<file path="src/hw/rtl/block_map_allocator_core_assert.svh">
// Assertion macros shared by the block map allocator RTL.
// Needs signals named clock and reset in the including module.
`ifndef BLOCK_MAP_ALLOCATOR_CORE_ASSERT_SVH
`define BLOCK_MAP_ALLOCATOR_CORE_ASSERT_SVH

// Same-cycle implication, checked outside reset.
`define BMA_ASSERT_IMP(label, ante, cons, msg) \
   label: assert property (@(posedge clock) disable iff (reset) (ante) |-> (cons)) \
      else $error(msg);

// Next-cycle implication, checked outside reset.
`define BMA_ASSERT_NXT(label, ante, cons, msg) \
   label: assert property (@(posedge clock) disable iff (reset) (ante) |=> (cons)) \
      else $error(msg);

`endif

</file>
<file path="src/hw/rtl/bma_div.sv">
// Iterative restoring divider, one quotient bit per cycle.
// Uses block_map_allocator_core_assert.svh; no package needed.
`include "block_map_allocator_core_assert.svh"

module bma_div #(
   parameter int DW = 23,
   parameter int VW = 11
) (
   input  logic          clock,
   input  logic          reset,
   input  logic          start,
   input  logic [DW-1:0] dividend,
   input  logic [VW-1:0] divisor,
   output logic          done,
   output logic [DW-1:0] quotient,
   output logic [VW-1:0] remainder
);

   localparam int CNTW = $clog2(DW + 1);

   logic            busy_ff, busy_in;
   logic            done_ff, done_in;
   logic [CNTW-1:0] cnt_ff, cnt_in;
   logic [DW-1:0]   quo_ff, quo_in;
   logic [VW-1:0]   rem_ff, rem_in;
   logic [VW-1:0]   div_ff, div_in;
   logic [VW:0]     shift_rem;
   logic [VW:0]     diff;

   assign shift_rem = {rem_ff, quo_ff[DW-1]};
   assign diff      = shift_rem - {1'b0, div_ff};

   always_comb begin
      busy_in = busy_ff;
      done_in = 1'b0;
      cnt_in  = cnt_ff;
      quo_in  = quo_ff;
      rem_in  = rem_ff;
      div_in  = div_ff;
      if (start) begin
         busy_in = 1'b1;
         cnt_in  = CNTW'(DW);
         quo_in  = dividend;
         rem_in  = '0;
         div_in  = divisor;
      end else if (busy_ff) begin
         // subtract when the shifted remainder covers the divisor
         if (shift_rem >= {1'b0, div_ff}) begin
            rem_in = diff[VW-1:0];
            quo_in = {quo_ff[DW-2:0], 1'b1};
         end else begin
            rem_in = shift_rem[VW-1:0];
            quo_in = {quo_ff[DW-2:0], 1'b0};
         end
         cnt_in = cnt_ff - 1'b1;
         if (cnt_ff == CNTW'(1)) begin
            busy_in = 1'b0;
            done_in = 1'b1;
         end
      end
   end

   always_ff @(posedge clock) begin
      if (reset) begin
         busy_ff <= 1'b0;
         done_ff <= 1'b0;
         cnt_ff  <= '0;
      end else begin
         busy_ff <= busy_in;
         done_ff <= done_in;
         cnt_ff  <= cnt_in;
      end
   end

   always_ff @(posedge clock) begin
      quo_ff <= quo_in;
      rem_ff <= rem_in;
      div_ff <= div_in;
   end

   assign done      = done_ff;
   assign quotient  = quo_ff;
   assign remainder = rem_ff;

   `BMA_ASSERT_IMP(a_start_idle, start, !busy_ff, "divider started while busy")
   `BMA_ASSERT_IMP(a_rem_below, busy_ff && (div_ff != '0), rem_ff < div_ff, "remainder not reduced")
   `BMA_ASSERT_NXT(a_start_load, start, busy_ff && (cnt_ff == CNTW'(DW)), "divider did not load")

endmodule

</file>
<file path="config.mk">
export PLATFORM = sky130hd
export DESIGN_NAME = bma_div
export DESIGN_NICKNAME = d
export VERILOG_FILES = /design/src/hw/rtl/bma_div.sv
export VERILOG_INCLUDE_DIRS = /design/src /design/src/hw/rtl
export SDC_FILE = /design/constraint.sdc
export NUM_CORES = 1
export LEC_CHECK = 0
export ABC_AREA = 1
export BUFFER_PORTS_ARGS = -buffer_cell sky130_fd_sc_hd__buf_4
export CORE_MARGIN = 5
export CORE_UTILIZATION = 45
export CTS_CLUSTER_DIAMETER = 100
export DETAILED_ROUTE_END_ITERATION = 10
export PLACE_DENSITY = 0.69
export RECOVER_POWER = 25
export SYNTH_ARGS = -nofsm -noshare
export SYNTH_HDL_FRONTEND = slang
export SYNTH_SLANG_ARGS = --single-unit
</file>
<file path="constraint.sdc">
create_clock -name clock -period 2.85 [get_ports clock]
set_input_delay 0.4275 -clock clock [delete_from_list [all_inputs] [get_ports clock]]
set_output_delay 0.4275 -clock clock [all_outputs]
set_load 0.03 [all_outputs]
</file>
==> flow_metrics.env, run 1 <==
export IMPL_status="finished, final reports clean"
export IMPL_cts_max_level=2
export IMPL_cts_resized=0
export IMPL_path_cells="inv_1, ha_1, fa_1, inv_1, nand3_1, nand3_2, nand2_2, nand4_2, nand2_1, nand2_1"
export IMPL_port_buffers=71
export IMPL_cts_tree="built"
export IMPL_finalWirelength_mm=6.83
export IMPL_synthTopCellsByArea="edfxtp_1, nand2_1, dfxtp_1"
export IMPL_power_density_nw_per_um2=500
export IMPL_rsz0062_at_grt="false"
export IMPL_wire_per_inst_um=13.3
export IMPL_via_per_inst=5.01
export IMPL_cts_buffers=5
export IMPL_grt_use_total_pct=16.7
export IMPL_worst_path_largest_cell_delay_ns=0.43
export IMPL_leakagePower_nw=1.86
export IMPL_cp_slowest_cell="nand4_2"
export IMPL_synth_seq_cells=52
export IMPL_skew_ns=0.00981
export IMPL_required_ns=2.93
export IMPL_dpl_worst_slack_ns=0.544
export IMPL_hold_class="in -> reg"
export IMPL_async_flop_share_pct=0
export IMPL_layout_setup_ws_ns=0.522
export IMPL_path_clk_slew_ns=0.11
export IMPL_post_route_drc_count=0
export IMPL_grt_pass1_vias=2454
export IMPL_finalSetupViolCount=0
export IMPL_synth_area_per_cell_um2=8.03
export IMPL_worstPathMaxFanout=12
export IMPL_cts_hold_buffers=0
export IMPL_ys_top_cells_by_count="nand2_1, inv_1, edfxtp_1"
export IMPL_placed_area_um2=3510
export IMPL_cap_violations=0
export IMPL_yosysMostFrequentCell="nand2_1"
export IMPL_initial_utilization_pct=46.0
export IMPL_dieArea_um2=8200
export IMPL_area_growth_pct=23.8
export IMPL_crit_type="reg -> reg"
export IMPL_yosysWarningCount=0
export IMPL_insertion_delay_ns=0.31
export IMPL_worst_slew_pin_slew_ns=0.738
export IMPL_cts_setup_buffers=0
export IMPL_synth_distinct_cells=32
export IMPL_netlist_area_um2=2920
export IMPL_grt_first_pass_wirelength_mm=11.3
export IMPL_synth_edf_count=34
export IMPL_drv_slew=0
export IMPL_fmax_mhz=430
export IMPL_clockRootBuffer="clkbuf_8"
export IMPL_drive_gt1_share_pct=24.4
export IMPL_drtAntennaViolNets=0
export IMPL_dieWidth_um=90.6
export IMPL_hold_violations=0
export IMPL_antenna_found_initial=0
export IMPL_synth_top_area_cell="edfxtp_1"
export IMPL_row_count=29
export IMPL_firstDrtPassIters=4
export IMPL_die_h_um=90.6
export IMPL_grt_max_degree=41
export IMPL_slew_headroom_pct=50.7
export IMPL_dr_first_iter_drc_count=171
export IMPL_io_pins=72
export IMPL_vias=2563
export IMPL_min_period_over_period_pct=81.7
export IMPL_grt_ovfl_total=0
export IMPL_end_kind="register"
export IMPL_period_minus_slack_ns=2.33
export IMPL_vdd_drop_max_v=0.000321
export IMPL_clock_path_buffers=2
export IMPL_fin_tns_setup_ns=0
export IMPL_syn_inst=364
export IMPL_diodes=0
export IMPL_core_area_um2=6350
export IMPL_hpwl_mm=5.15
export IMPL_final_cell_area_um2=3620
export IMPL_seq_area_frac_synth_pct=47.3
export IMPL_synth_top_area_share_pct=34.9
export IMPL_syn_num_nets=415
export IMPL_cp_start_kind="register"
export IMPL_ys_flop_type="edfxtp_1"
export IMPL_routabilityCongestion=0.897
export IMPL_nets=485
export IMPL_crit_arrival_ns=2.41
export IMPL_cts_sinks=52
==> flip-flops by register name (all words and copies together), names as in the netlist <==
name / cells
quotient: 23
cnt_ff: 5
done: 1
busy_ff: 1
div_ff: 11
remainder: 11
==> worst max-delay path, delay by kind of cell (launching register included) <==
kind,cells,cell delay [ns]
adder cells (fa/ha/maj),2,0.39
buffers and inverters,2,0.16
flip-flops,1,0.42
AND/OR/NAND/NOR,6,1.12
==> through the flow <==
| step | hold slack [ns] | util (%) | power [mW] | instances |
|---|---|---|---|---|
| floorplan | 0.448 | - | 1.14 | 364 |
| global placement | 0.465 | 55.2 | 1.28 | 504 |
| detailed placement | 0.465 | 55.2 | 1.29 | 504 |
| CTS | 0.275 | 57.1 | 1.83 | 512 |
| global route | 0.269 | 57.0 | 1.90 | 512 |
| finish | 0.284 | 57.0 | 1.81 | 512 |
==> final timing paths <==
| kind | startpoint | endpoint | slack, ns | cells past startpoint |
|---|---|---|---|---|
| setup / recovery | quotient[22] | quotient[0] | 0.52 | 10 |
| hold / removal | reset | cnt_ff[4] | 0.28 | 2 |
| setup reg to reg | quotient[22] | quotient[0] | 0.52 | 10 |
| hold reg to reg | cnt_ff[4] | cnt_ff[4] | 0.48 | 2 |
==> metal layers <==
layer | GRT usage, % | part of all wire (%) | vias to the layer above
met5 | 0 | 0 | -
li1 | - | - | 1300
met4 | 4.47 | 0.81 | 0
met3 | 5.25 | 7.4 | 6
met2 | 26.6 | 46 | 75
met1 | 21.9 | 45 | 1182
==> cell families (layout without fill, tap and decap cells) <==
| kind of cell | after synthesis | count (layout) | share of synthesized area [%] |
|---|---|---|---|
| AOI/OAI and AO/OA | 13 | 13 | 2.66 |
| xor gates and xnor gates | 3 | 3 | 0.900 |
| adders and majority gates | 14 | 14 | 6.25 |
| buffers and inverters | 66 | 137 | 9.38 |
| DFF | 52 | 52 | 47.3 |
| and+or+nand+nor | 216 | 216 | 33.5 |
==> placed cells by master (no fill, tap or decap), types with 2 or more instances in the layout <==
| cell type | count |
|---|---|
| nand2_1 | 135 |
| buf_4 | 61 |
| inv_1 | 53 |
| edfxtp_1 | 34 |
| nand3_1 | 26 |
| dfxtp_1 | 18 |
| nor2_1 | 14 |
| nand4_1 | 14 |
| ha_1 | 13 |
| nand2_2 | 12 |
| clkbuf_4 | 11 |
| nand3_2 | 6 |
| a21oi_1 | 6 |
| clkbuf_8 | 5 |
| o21ai_0 | 3 |
| inv_2 | 2 |
| nor2_2 | 2 |
| xnor2_1 | 2 |
| nor3_1 | 2 |
| clkbuf_1 | 2 |
==> power by group <==
| part | switching [mW] | internal (mW) | leakage [nW] |
|---|---|---|---|
| Sequential | 0.0316 | 0.871 | 0.491 |
| Clock | 0.269 | 0.271 | 0.0607 |
| Combinational | 0.230 | 0.137 | 1.31 |
| Total | 0.530 | 1.28 | 1.86 |
==> area by class of cell <==
| type | count | area (um^2) |
|---|---|---|
| fill | 595 | 2730 |
| sequential | 52 | 1380 |
| multi-input combinational | 246 | 1270 |
| timing repair buffer | 74 | 548 |
| inverter | 55 | 206 |
| tap | 77 | 96.3 |
| clock buffer | 5 | 68.8 |
| clock inverter | 3 | 50.0 |
Note: power is estimated with default switching activity, not from simulation.
==> run 2: changes to the inputs <==
clock period = 2.22 ns   (was 2.85 ns; I/O delays follow)
==> run 2 against run 1 <==
Critical path depth rose by 2. Setup slack got worse by 0.30 ns. Clock skew rose by 0.0025 ns.
==> flow_metrics.env, run 2 (synthesis gave the netlist of run 1 again) <==
export IMPL_status="finished, final reports clean"
export IMPL_clock_path_buffers=2
export IMPL_routabilityCongestion=0.876
export IMPL_power_density_nw_per_um2=609
export IMPL_grt_ovfl_total=0
export IMPL_p_comb_share_pct=21.2
export IMPL_end_kind="register"
export IMPL_finalWirelength_mm=6.74
export IMPL_insertion_delay_ns=0.32
export IMPL_rsz0062_at_grt="false"
export IMPL_p_clk_share_pct=26.4
export IMPL_cts_tree="built"
export IMPL_port_buffers=71
export IMPL_worstPathMaxFanout=7
export IMPL_area_growth_pct=24.2
export IMPL_via_per_inst=4.96
export IMPL_vdd_drop_max_v=0.000347
export IMPL_p_int_mw=1.53
export IMPL_io_pins=72
export IMPL_clockRootBuffer="clkbuf_8"
export IMPL_initial_utilization_pct=46.0
export IMPL_layout_common_cells="nand2_1, buf_4, inv_1, edfxtp_1, nand3_1"
export IMPL_finalSetupViolCount=0
export IMPL_slew_headroom_pct=41.7
export IMPL_hpwl_mm=4.99
export IMPL_grt_first_pass_wirelength_mm=11.5
export IMPL_post_route_drc_count=0
export IMPL_cts_sinks=52
export IMPL_antenna_found_initial=0
export IMPL_cts_setup_buffers=0
export IMPL_diodes=0
export IMPL_dpl_worst_slack_ns=0.257
export IMPL_cts_resized=0
export IMPL_path_clk_slew_ns=0.11
export IMPL_largest_reg_flops=23
export IMPL_p_switching_mw=0.683
export IMPL_grt_pass1_vias=2577
export IMPL_vias=2562
export IMPL_fmax_mhz=501
export IMPL_die_h_um=90.6
export IMPL_drv_slew=0
export IMPL_worst_slew_pin_slew_ns=0.874
export IMPL_firstDrtPassIters=6
export IMPL_layout_commonest_cell="nand2_1"
export IMPL_grt_max_degree=41
export IMPL_cts_hold_buffers=0
export IMPL_dr_first_iter_drc_count=143
export IMPL_row_count=29
export IMPL_core_area_um2=6350
export IMPL_period_minus_slack_ns=2.00
export IMPL_nets=490
export IMPL_hold_class="in -> reg"
export IMPL_hold_violations=0
export IMPL_wire_per_inst_um=13.0
export IMPL_dieArea_um2=8200
export IMPL_cap_violations=0
export IMPL_fin_tns_setup_ns=0
export IMPL_leakagePower_nw=1.87
export IMPL_crit_type="reg -> reg"
export IMPL_drtAntennaViolNets=0
export IMPL_crit_arrival_ns=2.22
export IMPL_layout_setup_ws_ns=0.224
export IMPL_min_period_over_period_pct=89.9
export IMPL_drive_gt1_share_pct=25.5
export IMPL_grt_use_total_pct=16.7
export IMPL_seqPwrFrac_pct=52.4
export IMPL_required_ns=2.44
export IMPL_skew_ns=0.0123
export IMPL_p_sw_share_pct=30.9
export IMPL_cts_max_level=2
export IMPL_cp_start_kind="register"
export IMPL_dieWidth_um=90.6
export IMPL_cts_buffers=5
run 2: critical path, cell delays in order, from the launching register on:
cell      delay, ns
edfxtp_1       0.37
inv_1          0.06
ha_1           0.22
fa_1           0.41
inv_1          0.10
nand3_1        0.08
nand3_2        0.12
nand2_2        0.08
nand4_2        0.07
buf_4          0.18
nand3_1        0.08
nand3_1        0.07
nand2_1        0.04
run 2: worst paths after layout:
| kind | start | endpoint | slack (ns) | cells after the start |
|---|---|---|---|---|
| worst max-delay path | quotient[22] | remainder[5] | 0.22 | 12 |
| worst min-delay path | reset | cnt_ff[4] | 0.19 | 2 |
| worst max register to register | quotient[22] | remainder[5] | 0.22 | 12 |
| worst min register to register | cnt_ff[4] | cnt_ff[4] | 0.50 | 2 |
run 2: cell type report:
class	count	area, um^2
clock inverters	3	27.5
well taps	77	96.3
multi-input cells	246	1270
clock buffers	5	68.8
fillers	591	2720
repair buffers	79	583
inverters	55	206
flip-flops and latches	52	1380
run 2: through the flow:
step | total power [mW] | utilization [%] | hold WS (ns) | cell area [um^2] | cells
after floorplan | 1.47 | - | 0.402 | 2920 | 364
after global placement | 1.65 | 55.8 | 0.462 | 3540 | 509
after detailed placement | 1.65 | 55.8 | 0.485 | 3540 | 509
after CTS | 2.23 | 57.3 | 0.183 | 3640 | 517
after global routing | 2.32 | 57.2 | 0.197 | 3630 | 517
final | 2.21 | 57.2 | 0.191 | 3630 | 517
run 2: power by group through the flow:
stage,combinational (mW),clock [mW],sequential [mW]
5_1_grt,0.516,0.630,1.17
3_5_place_dp,0.477,0,1.18
6_report,0.469,0.584,1.16
3_3_place_gp,0.469,0,1.18
4_1_cts,0.476,0.599,1.16
2_1_floorplan,0.198,0,1.27
run 2: layer usage:
layer	wire length (um)	vias to the layer above	track usage (%)
met1	3080	1166	21.6
met3	539	10	5.42
met4	107	0	5.33
met5	0	-	0
met2	3020	78	26.4
li1	-	1308	-
==> run 3: changes to the inputs <==
HOLD_SLACK_MARGIN = 0.12   (was default)
clock period = 2.52 ns   (was 2.22 ns; I/O delays follow)
==> run 3 against run 2 <==
Clock power down 15%. Sequential power is 12% lower. Combinational power fell by 11%. Cell area shrank 0.83%. Wire length is 0.96% higher. Clock skew down 0.0014 ns. Non-clock buffer count is 1 lower. Final cell count shrank 0.19%. Core utilization decreased by 0.47 points. Sequential share of layout area up 0.32 points. Die area is the same. Critical endpoint is now remainder[4]. Largest cell class unchanged. Largest power group unchanged. Highest routed layer unchanged.
==> flow_metrics.env, run 3 (synthesis gave the netlist of run 1 again) <==
export IMPL_status="finished, final reports clean"
export IMPL_seqPwrFrac_pct=52.8
export IMPL_final_cell_area_um2=3600
export IMPL_via_per_inst=4.94
export IMPL_placed_area_um2=3540
export IMPL_row_count=29
export IMPL_cts_setup_buffers=0
export IMPL_initial_utilization_pct=46.0
export IMPL_io_pins=72
export IMPL_leakagePower_nw=1.84
export IMPL_dieArea_um2=8200
export IMPL_grt_pass1_vias=2542
export IMPL_dpl_worst_slack_ns=0.412
export IMPL_utilization_pct=56.7
export IMPL_grt_first_pass_wirelength_mm=11.5
export IMPL_firstDrtPassIters=4
export IMPL_cts_max_level=2
export IMPL_cts_buffers=5
export IMPL_dieWidth_um=90.6
export IMPL_vdd_drop_max_v=0.000329
export IMPL_p_int_mw=1.35
export IMPL_finalWirelength_mm=6.81
export IMPL_routabilityCongestion=0.868
export IMPL_path_cells="inv_1, ha_1, fa_1, inv_1, nand3_1, nand3_2, nand2_2, nand4_2, buf_4, nand2_2, nand3_1, nand2_1"
export IMPL_end_kind="register"
export IMPL_path_clk_slew_ns=0.10
export IMPL_skew_ns=0.0109
export IMPL_cts_resized=0
export IMPL_power_density_nw_per_um2=537
export IMPL_worstPathMaxFanout=8
export IMPL_dr_first_iter_drc_count=113
export IMPL_clockRootBuffer="clkbuf_8"
export IMPL_drtAntennaViolNets=0
export IMPL_p_sw_share_pct=30.3
export IMPL_min_period_over_period_pct=83.7
export IMPL_slew_headroom_pct=33.8
export IMPL_p_clk_share_pct=25.7
export IMPL_grt_max_degree=40
export IMPL_worst_path_buf_inv=3
export IMPL_cp_start_kind="register"
export IMPL_port_buffers=71
export IMPL_fin_tns_setup_ns=0
export IMPL_cts_hold_buffers=0
export IMPL_period_minus_slack_ns=2.11
export IMPL_antenna_found_initial=0
export IMPL_required_ns=2.73
export IMPL_hpwl_mm=5.09
export IMPL_layout_setup_ws_ns=0.410
export IMPL_cp_slowest_cell="fa_1"
export IMPL_wire_per_inst_um=13.2
export IMPL_worst_slew_pin_slew_ns=0.989
export IMPL_die_h_um=90.6
export IMPL_hold_class="in -> reg"
export IMPL_layout_commonest_cell="nand2_1"
export IMPL_layout_common_cells="nand2_1, buf_4, inv_1, edfxtp_1, nand3_1"
export IMPL_post_route_drc_count=0
export IMPL_drv_slew=0
export IMPL_nets=489
export IMPL_p_switching_mw=0.586
export IMPL_clock_path_buffers=2
export IMPL_crit_type="reg -> reg"
export IMPL_fmax_mhz=474
export IMPL_p_comb_share_pct=21.5
export IMPL_grt_ovfl_total=0
export IMPL_worst_path_largest_cell_delay_ns=0.40
export IMPL_path_delay_family="simple AND/OR/NAND/NOR gates"
export IMPL_cts_tree="built"
export IMPL_grt_use_total_pct=16.7
export IMPL_dp_cells=508
export IMPL_fin_cells=516
export IMPL_vias=2550
export IMPL_hold_violations=0
export IMPL_largest_reg_flops=23
export IMPL_core_area_um2=6350
export IMPL_finalSetupViolCount=0
export IMPL_crit_arrival_ns=2.32
export IMPL_drive_gt1_share_pct=23.9
export IMPL_cts_sinks=52
export IMPL_area_growth_pct=23.2
export IMPL_insertion_delay_ns=0.31
export IMPL_diodes=0
export IMPL_rsz0062_at_grt="false"
export IMPL_cap_violations=0
[run 3: final cells by class]
type | instances | area, um^2
Clock inverter | 2 | 17.5
Clock buffer | 6 | 72.6
Timing Repair Buffer | 78 | 559
Inverter | 55 | 206
Sequential cell | 52 | 1380
Multi-Input combinational cell | 246 | 1270
Fill cell | 600 | 2750
Tap cell | 77 | 96.3
[run 3: worst register-to-register path: cells and delay by family, from the launching register on]
family | cells | cell delay, ns
adders and majority gates | 2 | 0.63
buffers and inverters | 3 | 0.36
DFF | 1 | 0.36
and+or+nand+nor | 7 | 0.66
[run 3: metal layers]
metal / vias up / routed length [um] / global-route usage [%]
met5: - / 0 / 0
met4: 0 / 96 / 5.09
met3: 11 / 555 / 6.00
met2: 81 / 3070 / 26.8
met1: 1146 / 3090 / 21.0
li1: 1312 / - / -
[run 3: stage by stage]
| step | power [mW] | hold slack [ns] |
|---|---|---|
| final | 1.93 | 0.229 |
| after global routing | 2.03 | 0.222 |
| after CTS | 1.95 | 0.229 |
| after detailed placement | 1.46 | 0.477 |
| after global placement | 1.45 | 0.461 |
| after floorplan | 1.29 | 0.447 |
[run 3: power by group through the flow]
stage                     logic [mW]  clock network (mW)  registers (mW)
after floorplan                0.174                   0            1.12
after global placement         0.415                   0            1.04
after detailed placement       0.422                   0            1.04
after CTS                      0.421               0.508            1.02
after global routing           0.457               0.546            1.03
final                          0.416               0.496            1.02
[run 3: worst paths after layout]
check               startpoint           end  slack, ns  cells after the start
setup reg to reg  quotient[22]  remainder[4]       0.41                     12
hold / removal           reset     cnt_ff[4]       0.23                      2
hold reg to reg   remainder[4]  remainder[4]       0.49                      2
setup / recovery  quotient[22]  remainder[4]       0.41                     12
